--- src/rtl/dsched_pkg.sv ---
// Shared types and constants for the disk request scheduler.
// No dependencies; every other file in rtl/ but dsched_ram imports this package.
package dsched_pkg;

    localparam int QUEUE_DEPTH_DEF = 16;
    localparam int LAST_BLOCK      = 255;

    // Wide enough for a wrap charge: LAST_BLOCK + (LAST_BLOCK - head) + block
    localparam int AMT_W = $clog2(2 * LAST_BLOCK + 256);

    localparam logic [1:0] POL_FCFS  = 2'd0;
    localparam logic [1:0] POL_SSTF  = 2'd1;
    localparam logic [1:0] POL_CSCAN = 2'd2;

    localparam logic [1:0] ST_ENQUEUED = 2'd0;
    localparam logic [1:0] ST_FULL     = 2'd1;
    localparam logic [1:0] ST_PICKED   = 2'd2;
    localparam logic [1:0] ST_EMPTY    = 2'd3;

    typedef enum logic {
        CMD_ENQ  = 1'b0,
        CMD_PICK = 1'b1
    } t_cmd_kind;

    typedef struct packed {
        logic       op;
        logic [7:0] block;
    } t_in_item;

    typedef struct packed {
        logic [1:0]  status;
        logic [7:0]  chosen_block;
        logic [7:0]  head_pos;
        logic [31:0] travelled;
    } t_out_item;

    typedef struct packed {
        t_cmd_kind  kind;
        logic [7:0] block;
    } t_cmd;

endpackage

--- src/rtl/dsched_ram.sv ---
// Generic single-write, single-read RAM with registered read data.
// No dependencies.
module dsched_ram #(
    parameter int WIDTH = 8,
    parameter int DEPTH = 16
) (
    input  logic                     i_clk,
    input  logic                     i_we,
    input  logic [$clog2(DEPTH)-1:0] i_waddr,
    input  logic [WIDTH-1:0]         i_wdata,
    input  logic [$clog2(DEPTH)-1:0] i_raddr,
    output logic [WIDTH-1:0]         o_rdata
);

    logic [WIDTH-1:0] r_mem [DEPTH];
    logic [WIDTH-1:0] r_rdata;

    always_ff @(posedge i_clk) begin
        if (i_we) begin
            r_mem[i_waddr] <= i_wdata;
        end
        r_rdata <= r_mem[i_raddr];
    end

    assign o_rdata = r_rdata;

endmodule

--- src/rtl/dsched_front.sv ---
// Front end: accepts input items, decodes them into commands and holds
// them in a two-entry queue for the back end. Depends on dsched_pkg.
module dsched_front
    import dsched_pkg::*;
(
    input  logic     i_clk,
    input  logic     i_rst_n,
    input  logic     i_in_valid,
    input  t_in_item i_in_data,
    output logic     o_in_stall,
    output logic     o_cmd_valid,
    output t_cmd     o_cmd,
    input  logic     i_cmd_pop
);

    t_cmd       r_slot [2];
    logic       r_wp;
    logic       r_rp;
    logic [1:0] r_cnt;
    logic       push;
    t_cmd       cmd_in;

    always_comb begin
        cmd_in.block = i_in_data.block;
        case (i_in_data.op)
            1'b1:    cmd_in.kind = CMD_PICK;
            default: cmd_in.kind = CMD_ENQ;
        endcase
    end

    assign o_in_stall  = (r_cnt == 2'd2);
    assign push        = i_in_valid && !o_in_stall;
    assign o_cmd_valid = (r_cnt != 2'd0);
    assign o_cmd       = r_slot[r_rp];

    always_ff @(posedge i_clk) begin
        if (push) begin
            r_slot[r_wp] <= cmd_in;
        end
        if (!i_rst_n) begin
            r_wp  <= 1'b0;
            r_rp  <= 1'b0;
            r_cnt <= 2'd0;
        end else begin
            if (push) begin
                r_wp <= ~r_wp;
            end
            if (i_cmd_pop) begin
                r_rp <= ~r_rp;
            end
            if (push && !i_cmd_pop) begin
                r_cnt <= r_cnt + 2'd1;
            end else if (!push && i_cmd_pop) begin
                r_cnt <= r_cnt - 2'd1;
            end
        end
    end

endmodule

--- src/rtl/dsched_back.sv ---
// Back end: pending-request store, policy register, pick scan, travel
// accounting, queue compaction and the output register.
// Depends on dsched_pkg and dsched_ram.
module dsched_back
    import dsched_pkg::*;
#(
    parameter int QUEUE_DEPTH = QUEUE_DEPTH_DEF
) (
    input  logic       i_clk,
    input  logic       i_rst_n,
    input  logic       i_cfg_we,
    input  logic [1:0] i_cfg_wdata,
    input  logic       i_cmd_valid,
    input  t_cmd       i_cmd,
    output logic       o_cmd_pop,
    output logic       o_out_valid,
    output t_out_item  o_out_data,
    input  logic       i_out_stall
);

    localparam int IDX_W = $clog2(QUEUE_DEPTH);
    localparam int CNT_W = $clog2(QUEUE_DEPTH + 1);
    localparam logic [CNT_W-1:0] FULL_CNT = CNT_W'(QUEUE_DEPTH);
    localparam logic [AMT_W-1:0] LAST_AMT = AMT_W'(LAST_BLOCK);

    typedef enum logic [2:0] {
        S_IDLE,
        S_SCAN,
        S_CALC,
        S_ADD,
        S_SHIFT,
        S_DONE
    } t_state;

    t_state           r_state;
    logic [1:0]       r_policy;
    logic [CNT_W-1:0] r_count;
    logic [7:0]       r_head;
    logic [31:0]      r_travel;
    logic [CNT_W-1:0] r_ptr;
    logic             r_dv;
    logic [IDX_W-1:0] r_dv_idx;
    logic             r_found;
    logic [7:0]       r_best_d;
    logic [IDX_W-1:0] r_best_idx;
    logic [7:0]       r_best_blk;
    logic [IDX_W-1:0] r_min_idx;
    logic [7:0]       r_min_blk;
    logic [IDX_W-1:0] r_sel_idx;
    logic [7:0]       r_chosen;
    logic [AMT_W-1:0] r_amount;
    logic [1:0]       r_status;
    logic             r_out_valid;
    t_out_item        r_out;

    logic             ram_we;
    logic [IDX_W-1:0] ram_waddr;
    logic [7:0]       ram_wdata;
    logic [7:0]       rd_data;
    logic             issue;
    logic             cand;
    logic [7:0]       seek_d;
    logic [7:0]       cand_d;
    logic             take_best;
    logic             take_min;
    logic             wrap;
    logic [7:0]       calc_chosen;
    logic [AMT_W-1:0] back_amt;
    logic [AMT_W-1:0] calc_amount;
    logic [32:0]      travel_sum;
    logic             out_load;

    dsched_ram #(
        .WIDTH (8),
        .DEPTH (QUEUE_DEPTH)
    ) u_ram (
        .i_clk   (i_clk),
        .i_we    (ram_we),
        .i_waddr (ram_waddr),
        .i_wdata (ram_wdata),
        .i_raddr (r_ptr[IDX_W-1:0]),
        .o_rdata (rd_data)
    );

    assign o_cmd_pop = (r_state == S_IDLE) && i_cmd_valid;
    assign issue     = (r_ptr < r_count);

    // store write: append on enqueue, move one entry down during compaction
    always_comb begin
        if (r_state == S_IDLE) begin
            ram_we    = i_cmd_valid && (i_cmd.kind == CMD_ENQ) && (r_count != FULL_CNT);
            ram_waddr = r_count[IDX_W-1:0];
            ram_wdata = i_cmd.block;
        end else begin
            ram_we    = (r_state == S_SHIFT) && r_dv;
            ram_waddr = r_dv_idx - IDX_W'(1);
            ram_wdata = rd_data;
        end
    end

    // per-entry scan compare; first come first served sees every distance as 0
    always_comb begin
        seek_d = (rd_data >= r_head) ? (rd_data - r_head) : (r_head - rd_data);
        case (r_policy)
            POL_SSTF: begin
                cand   = 1'b1;
                cand_d = seek_d;
            end
            POL_CSCAN: begin
                cand   = (rd_data >= r_head);
                cand_d = rd_data - r_head;
            end
            default: begin
                cand   = 1'b1;
                cand_d = 8'd0;
            end
        endcase
        take_best = r_dv && cand && (!r_found || (cand_d < r_best_d));
        take_min  = r_dv && ((r_dv_idx == '0) || (rd_data < r_min_blk));
    end

    // wrap: nothing at or above the head, sweep to the end and back to 0
    always_comb begin
        wrap        = (r_policy == POL_CSCAN) && !r_found;
        calc_chosen = wrap ? r_min_blk : r_best_blk;
        back_amt    = (AMT_W'(r_head) <= LAST_AMT) ? (LAST_AMT - AMT_W'(r_head)) : '0;
        if (wrap) begin
            calc_amount = LAST_AMT + back_amt + AMT_W'(calc_chosen);
        end else if (calc_chosen >= r_head) begin
            calc_amount = AMT_W'(calc_chosen - r_head);
        end else begin
            calc_amount = AMT_W'(r_head - calc_chosen);
        end
        travel_sum = {1'b0, r_travel} + 33'(r_amount);
    end

    assign out_load = (r_state == S_DONE) && (!r_out_valid || !i_out_stall);

    always_ff @(posedge i_clk) begin
        if (!i_rst_n) begin
            r_state     <= S_IDLE;
            r_policy    <= POL_FCFS;
            r_count     <= '0;
            r_head      <= 8'd0;
            r_travel    <= 32'd0;
            r_out_valid <= 1'b0;
            r_dv        <= 1'b0;
            r_found     <= 1'b0;
        end else begin
            if (i_cfg_we) begin
                r_policy <= i_cfg_wdata;
            end

            if (out_load) begin
                r_out_valid <= 1'b1;
            end else if (!i_out_stall) begin
                r_out_valid <= 1'b0;
            end

            case (r_state)
                S_IDLE: begin
                    if (i_cmd_valid) begin
                        r_chosen <= 8'd0;
                        r_ptr    <= '0;
                        r_dv     <= 1'b0;
                        r_found  <= 1'b0;
                        if (i_cmd.kind == CMD_ENQ) begin
                            if (r_count == FULL_CNT) begin
                                r_status <= ST_FULL;
                            end else begin
                                r_status <= ST_ENQUEUED;
                                r_count  <= r_count + CNT_W'(1);
                            end
                            r_state <= S_DONE;
                        end else if (r_count == '0) begin
                            r_status <= ST_EMPTY;
                            r_state  <= S_DONE;
                        end else begin
                            r_state <= S_SCAN;
                        end
                    end
                end
                S_SCAN: begin
                    r_dv <= issue;
                    if (issue) begin
                        r_ptr    <= r_ptr + CNT_W'(1);
                        r_dv_idx <= r_ptr[IDX_W-1:0];
                    end
                    if (take_best) begin
                        r_found    <= 1'b1;
                        r_best_d   <= cand_d;
                        r_best_idx <= r_dv_idx;
                        r_best_blk <= rd_data;
                    end
                    if (take_min) begin
                        r_min_idx <= r_dv_idx;
                        r_min_blk <= rd_data;
                    end
                    if (r_ptr == r_count) begin
                        r_state <= S_CALC;
                    end
                end
                S_CALC: begin
                    r_chosen  <= calc_chosen;
                    r_sel_idx <= wrap ? r_min_idx : r_best_idx;
                    r_amount  <= calc_amount;
                    r_state   <= S_ADD;
                end
                S_ADD: begin
                    r_travel <= travel_sum[32] ? 32'hFFFF_FFFF : travel_sum[31:0];
                    r_head   <= r_chosen;
                    r_ptr    <= CNT_W'(r_sel_idx) + CNT_W'(1);
                    r_dv     <= 1'b0;
                    r_state  <= S_SHIFT;
                end
                S_SHIFT: begin
                    r_dv <= issue;
                    if (issue) begin
                        r_ptr    <= r_ptr + CNT_W'(1);
                        r_dv_idx <= r_ptr[IDX_W-1:0];
                    end
                    if ((r_ptr == r_count) && !r_dv) begin
                        r_count  <= r_count - CNT_W'(1);
                        r_status <= ST_PICKED;
                        r_state  <= S_DONE;
                    end
                end
                S_DONE: begin
                    if (out_load) begin
                        r_out.status       <= r_status;
                        r_out.chosen_block <= r_chosen;
                        r_out.head_pos     <= r_head;
                        r_out.travelled    <= r_travel;
                        r_state            <= S_IDLE;
                    end
                end
                default: begin
                    r_state <= S_IDLE;
                end
            endcase
        end
    end

    assign o_out_valid = r_out_valid;
    assign o_out_data  = r_out;

endmodule

--- src/rtl/disk_request_scheduler_top.sv ---
// Disk request scheduler, top level: front end, command queue, back end.
// Depends on dsched_pkg, dsched_front, dsched_back.
//
// Items are handled one at a time by the back end; the front end keeps up
// to two further items queued and the result register lets the next item
// start while a result is still stalled. An enqueue, a rejected enqueue or
// an empty pick goes from the idle state to the done state and then into
// the result register. A pick passes through the scan, calc, add, shift
// and done states; the pending store has one read port, so the selection
// scan reads one entry per cycle and removing the picked entry moves each
// later entry down one per cycle.
// The policy register may only be written while no item is in flight.
module disk_request_scheduler_top
    import dsched_pkg::*;
#(
    parameter int QUEUE_DEPTH = QUEUE_DEPTH_DEF
) (
    input  logic       i_clk,
    input  logic       i_rst_n,
    input  logic       i_cfg_we,
    input  logic [1:0] i_cfg_wdata,
    input  logic       i_in_valid,
    input  t_in_item   i_in_data,
    output logic       o_in_stall,
    output logic       o_out_valid,
    output t_out_item  o_out_data,
    input  logic       i_out_stall
);

    logic cmd_valid;
    t_cmd cmd;
    logic cmd_pop;

    dsched_front u_front (
        .i_clk       (i_clk),
        .i_rst_n     (i_rst_n),
        .i_in_valid  (i_in_valid),
        .i_in_data   (i_in_data),
        .o_in_stall  (o_in_stall),
        .o_cmd_valid (cmd_valid),
        .o_cmd       (cmd),
        .i_cmd_pop   (cmd_pop)
    );

    dsched_back #(
        .QUEUE_DEPTH (QUEUE_DEPTH)
    ) u_back (
        .i_clk       (i_clk),
        .i_rst_n     (i_rst_n),
        .i_cfg_we    (i_cfg_we),
        .i_cfg_wdata (i_cfg_wdata),
        .i_cmd_valid (cmd_valid),
        .i_cmd       (cmd),
        .o_cmd_pop   (cmd_pop),
        .o_out_valid (o_out_valid),
        .o_out_data  (o_out_data),
        .i_out_stall (i_out_stall)
    );

endmodule

--- config.mk ---
export PLATFORM = sky130hd
export DESIGN_NAME = disk_request_scheduler_top
export DESIGN_NICKNAME = d
export VERILOG_FILES = /design/src/rtl/dsched_pkg.sv /design/src/rtl/dsched_ram.sv /design/src/rtl/dsched_front.sv /design/src/rtl/dsched_back.sv /design/src/rtl/disk_request_scheduler_top.sv
export SDC_FILE = /design/constraint.sdc
export NUM_CORES = 1
export LEC_CHECK = 0
export ABC_AREA = 1
export BUFFER_PORTS_ARGS = -buffer_cell sky130_fd_sc_hd__buf_2
export CORE_ASPECT_RATIO = 0.8
export CORE_MARGIN = 2
export CORE_UTILIZATION = 65
export CTS_CLUSTER_SIZE = 24
export DETAILED_ROUTE_END_ITERATION = 10
export GPL_TIMING_DRIVEN = 0
export MAX_ROUTING_LAYER = met4
export PLACE_DENSITY = 0.94
export SLEW_MARGIN = 25
export SYNTH_ARGS = -nofsm -noshare
export SYNTH_HDL_FRONTEND = slang
export SYNTH_SLANG_ARGS = --single-unit
--- constraint.sdc ---
create_clock -name i_clk -period 11.33 [get_ports i_clk]
set_input_delay 0.5665 -clock i_clk [delete_from_list [all_inputs] [get_ports i_clk]]
set_output_delay 0.5665 -clock i_clk [all_outputs]
set_load 0.005 [all_outputs]
## Word level (Yosys, flattened, before mapping)

Memories as Yosys holds them, arrays and structs flattened. A register that Yosys moved wholly into a read port is not among the register bits.
Cells that the tools add are included.
W data, S select, Z words.

- Bits in writable memories: 146
- Output and inout bits: 52
- Flip-flop bits (word level): 172
- Memories: 2
- Logic and storage cells: 166

Memories:

| memory | depth | bits a word | read ports | clocked after Yosys merged registers in | wr ports | RTL line | source |
|---|---|---|---|---|---|---|---|
| u_back.u_ram.r_mem | 16 | 8 | 1 | 1 | 1 | dsched_ram.sv:15 | `logic [WIDTH-1:0] r_mem [DEPTH];` |
| u_front.r_slot | 2 | 9 | 1 | 1 | 1 | dsched_front.sv:16 | `t_cmd r_slot [2];` |

- Bitwise operators: 3
- Reductions and logical operators: 45
- Add/sub/neg operators: 15
- Order comparisons: 5
- Multiplexer cells: 49
- Eq/ne operators: 21

Operator list:

| cell | number |
|---|---|
| $add A32 B10 Y33 | 1 |
| $mux W32 | 1 |
| $mux W8 | 4 |
| $pmux W8 S2 | 2 |
| $mux W5 | 6 |
| $mux W10 | 2 |
| $mux W3 | 6 |
| $pmux W3 S6 | 1 |
| $reduce_and A3 Y1 | 6 |
| $sub A8 B8 Y9 | 2 |
| $ge A8 B8 Y1 | 2 |
| $lt A8 B8 Y1 | 2 |
| $sub A8 B8 Y8 | 2 |
| $pmux W5 S3 | 1 |
| $mux W1 | 14 |
| $logic_and A1 B1 Y1 | 13 |
| $mux W2 | 6 |
| $ne A2 B1 Y1 const B | 6 |
| $add A10 B8 Y10 | 1 |
| $add A5 B1 Y5 const B | 2 |
| $add A8 B10 Y10 const A | 1 |
| $pmux W5 S2 | 1 |
| $reduce_and A5 Y1 | 2 |
| $reduce_bool A2 Y1 | 5 |
| 31 further kinds | 49 |

## Depth between registers and ports, before layout

Gate-level depths: netlist (run 1).

- Depth after elaboration: 8
- Depth in mapped cells: 21
- Depth with buffers taken out: 20

## Hierarchy

A second synthesis (run 1) with hierarchy kept.

- Cell total of the unflattened synthesis: 1765
- Area, all modules: 16564.6 um2

Modules (own cells, without submodules):

| module | cells an instance | area an instance (um2) | instances |
|---|---|---|---|
| dsched_back | 1150 | 9910.8 | 1 |
| dsched_ram | 551 | 5766.8 | 1 |
| dsched_front | 64 | 887.1 | 1 |

## Worst setup path before layout (run 1)

No wires, ideal clock.

- Path type: input to register
- Start: input i_rst_n
- End: register u_back.r_out, in the netlist u_back.o_out_data[0], enable pin
- Arrival time: 4.275 ns
- Path slack: 6.535 ns
- Cell stages on the path: 3
- Data required time: 10.811 ns
- Buffers on the path: 1
- Cell sequence: inv_1 -> clkbuf_1 -> nor3_1

- Cells in the longest elaborated chain, start to end: 1

Ends and longest elaborated chain:

| element | RTL line | source |
|---|---|---|
| start, declared | disk_request_scheduler_top.sv:19 | `input logic i_rst_n,` |
| $reduce_and A3 Y1 (no line) | n/a |  |
| end, declared | dsched_back.sv:54 | `t_out_item r_out;` |

Every way passes these cells.
A chain may end at the register's enable or synchronous reset.

## Final worst setup path (run 1)

- Start: register u_back.u_ram.r_rdata[0] (netlist: u_back.u_ram.o_rdata[0]) (read register of u_back.u_ram.r_mem)
- End: register u_back.r_best_blk[4], enable pin

- Cells in the longest elaborated chain, start to end: 7

Ends and longest elaborated chain:

| element | RTL line | source |
|---|---|---|
| start, declared | dsched_ram.sv:16 | `logic [WIDTH-1:0] r_rdata;` |
| $sub A8 B8 Y8 (tied with other cells) | dsched_back.sv:103 | `seek_d = (rd_data >= r_head) ? (rd_data - r_head) : (r_head - rd_data);` |
| $mux W8 | dsched_back.sv:103 |  |
| $pmux W8 S2 * | dsched_back.sv:104 | `case (r_policy)` |
| via u_back.cand_d[5] | dsched_back.sv:63 | `logic [7:0] cand_d;` |
| $lt A8 B8 Y1 * | dsched_back.sv:118 | `take_best = r_dv && cand && (!r_found \|\| (cand_d < r_best_d));` |
| $logic_or A1 B1 Y1 * | dsched_back.sv:118 |  |
| $logic_and A1 B1 Y1 * | dsched_back.sv:118 |  |
| $reduce_and A3 Y1 (no line) * | n/a |  |
| end signal, assigned | dsched_back.sv:193 | `r_best_blk <= rd_data;` |
| end, declared | dsched_back.sv:46 | `logic [7:0] r_best_blk;` |

The timed path passes the listed nets; every way through them passes the cells marked *.

==> impl_metrics.csv, run 1 <==
group,metric,value,unit
worst_hold_path,hp-start,"i_in_data[3]",
clock_network,cts.sinks,327,
sta,slew_viol_final,0,
floorplan,ios,68,
pwr,powerDensity,229,nW/um^2
sta,setup_viol_count_final,0,
floorplan,fp.dieH,146,um
synthesis,ys_types,50,
worst_setup_path,crit_required,11.48,ns
global_route,grt_pass1_wl,65900,um
place,dp_hpwl,30400,um
routing,wl_per_cell,20.4,um
floorplan,rows,51,
place,place_congestion,0.989,
worst_setup_path,crit_slowest_cell,"inv_1",
layout,fin_util,74.6,%
sta,worst_clock_skew,0.0336,ns
routing,vias,12767,
sta,post-route-period-util,38.3,%
layout,fin_cells,2089,
worst_setup_path,ff2ff_path_depth,18,
floorplan,die_w,181,um
sta,slew_headroom,29.0,%
worst_setup_path,r2r-start,"u_back.u_ram.o_rdata[0]",
synthesis,synthCells,1633,
worst_setup_path,worstPathArrival,4.49,ns
synthesis,syn_area,16300,um^2
worst_setup_path,crit_path_start,"u_back.u_ram.o_rdata[0]",
routing,drt_wl_total,42500,um
synthesis,synth_warnings,0,
global_route,grt_pass1_vias,12398,
worst_setup_path,max_stage_delay,0.66,ns
routing,ant_nets,0,
clock_network,cts_resized,0,
worst_setup_path,path_class,"flip-flop to flip-flop",
routing,via_per_inst,6.11,
layout,n_antenna_cell,0,
synthesis,synthArstFlopShare,0,%
clock_network,holdBufCountCts,0,
sta,hold_slack,0.200,ns
routing,drt_first_pass_iters,6,
layout,area_growth,11.9,%
worst_setup_path,cp_common_cell,"nand2_1",
synthesis,synthTopCellsByArea,"edfxtp_1 48%, dfxtp_1 8.1%, nand2_1 6.8%",
routing,top_layer_used,"met4",
routing,drt-met1-wl,17200,um
worst_hold_path,min_path_type,"input port to flip-flop",
routing,detail_route.iter0.violations,1700,
synthesis,ys_seq_area_share,56.1,%
global_route,grt_max_degree,21,
worst_setup_path,cp.buffers_inverters,2,
place,io_buffers,67,
worst_setup_path,reg2reg_to,"u_back.r_best_blk[4]",
synthesis,avgSynthCellArea,10.0,um^2
floorplan,die-area,26400,um^2
worst_setup_path,crit_chain,"inv_1 -> ha_1 -> fa_1 -> o21ai_1 -> o21ai_1 -> nand2_2 -> nand2_1 -> nand2_1 -> nand2_1 -> a21oi_1 -> ha_1 -> a21oi_1 -> nor2_1 -> a211oi_1 -> nand2_1 -> nand2_1 -> nand3_1 -> inv_1",
routing,dr_wl_met3,5080,um
synthesis,ys_ff_latch,327,
synthesis,synthTopCellsByCount,"297 x nand2_1, 261 x edfxtp_1, 190 x inv_1, 158 x nor2_1, 112 x o21ai_0",
floorplan,core_region_area,24500,um^2
worst_hold_path,whs_endpoint,"u_front.r_slot[0][3]",
clock_network,cts_root_buffer,"clkbuf_16",
place,placedCellCount,2028,
sta,min_period,4.34,ns
global_route,antenna_found_initial,0,
clock_network,clkSlewWorstSetupHoldPaths,0.07,ns
worst_setup_path,path_delay_family,"compound AO/OA/AOI/OAI gates",
synthesis,yosysMostFrequentCell,"nand2_1",
sta,fin_tns_setup,0,ns
pwr,p_leak,7.56,nW
flow_run,maxCapViolations,0,
sta,fmax,0.230,GHz
worst_setup_path,cp-end-kind,"flip-flop",
clock_network,h-tree-depth,2,
global_route,grt_use_total,33.0,%
clock_network,cts_setup_buffers,0,
worst_setup_path,cp_max_fo,20,
synthesis,synth_edf_count,261,
clock_network,clk_latency,0.55,ns
worst_hold_path,hold_depth,1,
synthesis,syn_nets,1745,
floorplan,initial_core_util,66.6,%
worst_setup_path,worst-r2r-setup-slack,6.99,ns
worst_setup_path,cp-start-kind,"flip-flop",
clock_network,cts_buffer_depth,3,
pwr,vdd_ir_drop_max,0.254,mV
layout,drive_gt1_share,12.2,%
sta,rsz0062_at_grt,"no",
outcome,outcome,"finished clean",
sta,hold_violations,0,
synthesis,ys_dominant_reg_cell,"edfxtp_1",
clock_network,cts_buffers,34,
synthesis,yosysTopAreaCell,"edfxtp_1",
clock_network,cts_tree,"yes",
sta,worst_slew_pin_slew,1.06,ns
routing,drcViolationCount,0,
global_route,overflow,0,
layout,nNetsFinal,1858,
synthesis,synth_top_area_share,48.0,%
routing,wl_met2,18900,um
## worst reg2reg max path: stages, from the launching register on
cell      delay [ns]
dfxtp_1         0.38
inv_1           0.16
ha_1            0.27
fa_1            0.41
o21ai_1         0.31
o21ai_1         0.15
nand2_2         0.14
nand2_1         0.11
nand2_1         0.14
nand2_1         0.07
a21oi_1         0.19
ha_1            0.28
a21oi_1         0.15
nor2_1          0.06
a211oi_1        0.21
nand2_1         0.11
nand2_1         0.07
nand3_1         0.08
inv_1           0.66
## routing by layer
| layer | track usage, % | vias up |
|---|---|---|
| met5 | - | - |
| met4 | 10.8 | 0 |
| met3 | 7.26 | 134 |
| met2 | 49.4 | 871 |
| met1 | 45.3 | 5953 |
| li1 | - | 5809 |
## stage by stage
stage               area, um^2  setup WS, ns  power (mW)
global route             18300          6.69        4.34
global placement         17100          4.76        2.93
floorplan                16300          6.54        2.55
finish                   18300          6.99        4.19
CTS                      18300          6.76        4.13
detailed placement       17200          6.81        3.03
## cell usage in the layout, fill, tap and decap left out, types with 5 or more instances in the layout
cell / instances
o32ai_1: 5
nand2_1: 297
o21a_1: 5
mux2i_1: 28
nor3_1: 15
fa_1: 7
nand3_1: 78
o211ai_1: 15
buf_6: 5
buf_4: 7
a21oi_1: 79
o221ai_1: 27
clkinv_1: 6
nand3_2: 5
clkbuf_1: 28
inv_1: 190
clkbuf_16: 34
o21ai_2: 10
o21ai_0: 103
buf_2: 89
edfxtp_1: 261
ha_1: 89
nor2_1: 157
inv_2: 7
or2_2: 13
nand2_2: 8
clkinv_2: 6
xnor2_1: 13
dfxtp_1: 66
o21ai_1: 13
nand3b_1: 8
xor2_1: 30
a31oi_1: 5
nand4_1: 10
## worst max-delay path by stage
stage,to,cells after the start
detailed placement,u_back.r_amount[7],19
floorplan,u_back.o_out_data[0],3
CTS,u_back.r_amount[7],19
finish,u_back.r_best_blk[4],18
global route,u_back.r_amount[7],17
global placement,u_back.o_out_data[34],4
## registers in the layout, indices dropped and copies added (netlist names), 8 cells and up, named ones only
| signal | cells |
|---|---|
| u_front.r_slot | 18 |
| u_back.r_head | 8 |
| u_back.r_best_d | 8 |
| u_back.r_travel | 32 |
| u_back.r_amount | 10 |
| u_back.r_min_blk | 8 |
| u_back.u_ram.o_rdata | 8 |
| u_back.u_ram.r_mem | 128 |
| u_back.o_out_data | 50 |
| u_back.r_chosen | 8 |
| u_back.r_best_blk | 8 |
## kinds of logic after synthesis
logic type	after synthesis	share of synthesized area [%]
AND/OR/NAND/NOR	616	16.4
flip-flops	327	56.1
multiplexers	28	1.72
adder cells (fa/ha/maj)	96	7.68
AO/OA/AOI/OAI	272	9.70
buffers and inverters	251	6.07
XOR/XNOR	43	2.31
## power breakdown
part	leakage (nW)	internal [mW]	switching [mW]
logic	4.13	0.421	0.999
registers	2.92	1.57	0.101
clock network	0.521	0.603	0.491
## final cells by class
cell class	count	area (um^2)
Buffer	51	236
Clock buffer	42	901
Clock inverter	19	195
Fill cell	1626	6230
Inverter	200	754
Multi-Input combinational cell	1055	6210
Sequential cell	327	9160
Tap cell	318	398
Timing Repair Buffer	77	422
Power figures use the tool's default switching activity.
==> inputs of run 2 (changes only) <==
--- a/config.mk
+++ b/config.mk
@@ -9,12 +9,12 @@
 export BUFFER_PORTS_ARGS = -buffer_cell sky130_fd_sc_hd__buf_2
 export CORE_ASPECT_RATIO = 0.8
 export CORE_MARGIN = 2
-export CORE_UTILIZATION = 65
+export CORE_UTILIZATION = 56
 export CTS_CLUSTER_SIZE = 24
 export DETAILED_ROUTE_END_ITERATION = 10
 export GPL_TIMING_DRIVEN = 0
 export MAX_ROUTING_LAYER = met4
-export PLACE_DENSITY = 0.94
+export PLACE_DENSITY = 0.87
 export SLEW_MARGIN = 25
 export SYNTH_ARGS = -nofsm -noshare
 export SYNTH_HDL_FRONTEND = slang
==> constraint.sdc (replaced) <==
create_clock -name i_clk -period 3.6 [get_ports i_clk]
set_input_delay 0.18 -clock i_clk [delete_from_list [all_inputs] [get_ports i_clk]]
set_output_delay 0.18 -clock i_clk [all_outputs]
set_load 0.005 [all_outputs]
==> impl_metrics.csv, run 2 (synthesized netlist as in run 1, its figures left out) <==
group,metric,value,unit
sta,min_period,3.51,ns
worst_setup_path,path_class,"flip-flop to flip-flop",
clock_network,h-tree-depth,2,
worst_hold_path,hp-start,"i_rst_n",
floorplan,die_w,195,um
global_route,grt_pass1_wl,66000,um
worst_setup_path,crit_chain,"inv_1 -> ha_1 -> fa_1 -> o21ai_2 -> nand2_1 -> nand2_1 -> nand2_1 -> nand3b_1 -> nand3_1 -> a21oi_1 -> ha_1 -> nand2_1 -> nor2_1 -> a211oi_2 -> nand2_1 -> nand2_2 -> nand3_4 -> clkinvlp_4 -> buf_4",
worst_hold_path,min_path_type,"input port to flip-flop",
layout,final_common_cell,"nand2_1",
global_route,met1_usage,39.5,%
routing,drcViolationCount,0,
sta,post-route-period-util,97.4,%
place,place_congestion,1.01,
sta,worst_slew_pin_slew,0.972,ns
routing,drt_wl_total,42900,um
routing,drt_first_pass_iters,6,
worst_setup_path,crit_path_start,"u_back.r_head[0]",
flow_run,maxCapViolations,0,
layout,largest_reg_flops,128,
worst_setup_path,cp_common_cell,"nand2_1",
sta,worst_clock_skew,0.0338,ns
place,place_area,17200,um^2
pwr,powerDensity,714,nW/um^2
worst_setup_path,cp.buffers_inverters,3,
pwr,total_power,13.5,mW
global_route,antenna_found_initial,0,
clock_network,clk_latency,0.55,ns
pwr,vdd_ir_drop_max,0.721,mV
worst_setup_path,max_stage_delay,0.43,ns
worst_setup_path,cp-end-kind,"flip-flop",
layout,n_antenna_cell,0,
sta,fmax,0.285,GHz
worst_setup_path,path_delay_family,"adder cells",
floorplan,fp.dieH,157,um
floorplan,die-area,30600,um^2
sta,hold_violations,0,
global_route,grt_pass1_vias,12072,
floorplan,initial_core_util,57.3,%
clock_network,cts_tree,"yes",
routing,wl_per_cell,19.8,um
floorplan,rows,55,
worst_setup_path,worstPathArrival,3.75,ns
layout,nNetsFinal,1883,
clock_network,cts_buffer_depth,3,
worst_setup_path,r2r-start,"u_back.r_head[0]",
clock_network,cts_root_buffer,"clkbuf_16",
place,placedCellCount,2076,
clock_network,clkSlewWorstSetupHoldPaths,0.06,ns
layout,final_cell_area,18800,um^2
worst_setup_path,cp_max_fo,5,
layout,top_register,"u_back.u_ram.r_mem",
global_route,grt_use_met2,44.6,%
sta,setup_viol_count_final,0,
floorplan,core_region_area,28500,um^2
outcome,outcome,"finished clean",
global_route,grt.met3_usage,6.23,%
place,io_buffers,67,
sta,hold_slack,0.0271,ns
routing,ant_nets,0,
global_route,overflow,0,
layout,fin_cells,2168,
clock_network,cts_buffers,35,
layout,fin_util,66.2,%
global_route,grt-busiest-layer,"met2",
layout,drive_gt1_share,15.3,%
clock_network,cts.sinks,327,
routing,via_per_inst,5.86,
layout,area_growth,15.4,%
worst_setup_path,cp-start-kind,"flip-flop",
layout,layout_common_cells,"293 x nand2_1, 261 x edfxtp_1, 184 x inv_1",
worst_setup_path,crit_slowest_cell,"fa_1",
worst_setup_path,crit_required,3.84,ns
routing,vias,12700,
global_route,grt_max_degree,20,
global_route,grt_use_total,29.0,%
routing,detail_route.iter0.violations,1637,
sta,slew_viol_final,0,
pwr,p_leak,7.71,nW
floorplan,ios,68,
place,dp_hpwl,30600,um
sta,slew_headroom,35.0,%
==> run 2: where the power goes <==
| group | internal [mW] | switching [mW] | total [mW] |
|---|---|---|---|
| Sequential | 4.96 | 0.319 | 5.28 |
| Combinational | 1.39 | 3.15 | 4.54 |
| Clock | 2.14 | 1.50 | 3.64 |
| Total | 8.49 | 4.97 | 13.5 |
==> run 2: worst paths after layout <==
check | endpoint | depth (start not counted) | slack [ns]
setup reg to reg | u_back.r_best_idx[0] | 19 | 0.09
hold reg to reg | u_back.o_out_data[19] | 0 | 0.43
setup / recovery | u_back.r_best_idx[0] | 19 | 0.09
hold / removal | u_back.r_head[0] | 3 | 0.03
==> run 2: cell type report <==
cell class	count	area (um^2)
Clock buffer	50	942
Inverter	200	766
Timing Repair inverter	2	15.0
Sequential cell	327	9180
Tap cell	370	463
Fill cell	2099	9640
Multi-Input combinational cell	1055	6380
Buffer	51	253
Clock inverter	14	216
Timing Repair Buffer	99	633
==> run 2: stage by stage <==
stage	worst slack [ns]	setup TNS, ns
6_report	0.0924	0
5_1_grt	-0.0439	-0.165
4_1_cts	0.00675	0
3_5_place_dp	-0.980	-18.48
3_3_place_gp	-0.849	-39.11
2_1_floorplan	0.175	0
==> run 2: worst min-delay path: cells and delay by family <==
kind                   cells  cell delay (ns)
buffers and inverters      1             0.18
AOI/OAI and AO/OA          2             0.15
==> run 2: metal layers <==
layer	part of all wire (%)	up-vias
met2	45	695
met4	2.1	0
met5	0	-
met1	41	6059
met3	12	95
li1	-	5851
==> run 2: timing repair <==
item                       CTS  global route
hold endpoints to repair    21             0
buffers inserted             3             9
cloned                       2             0
hold buffers                14             0
setup endpoints to repair   29            29
gates resized for setup     28            53
pin swaps                    1             7
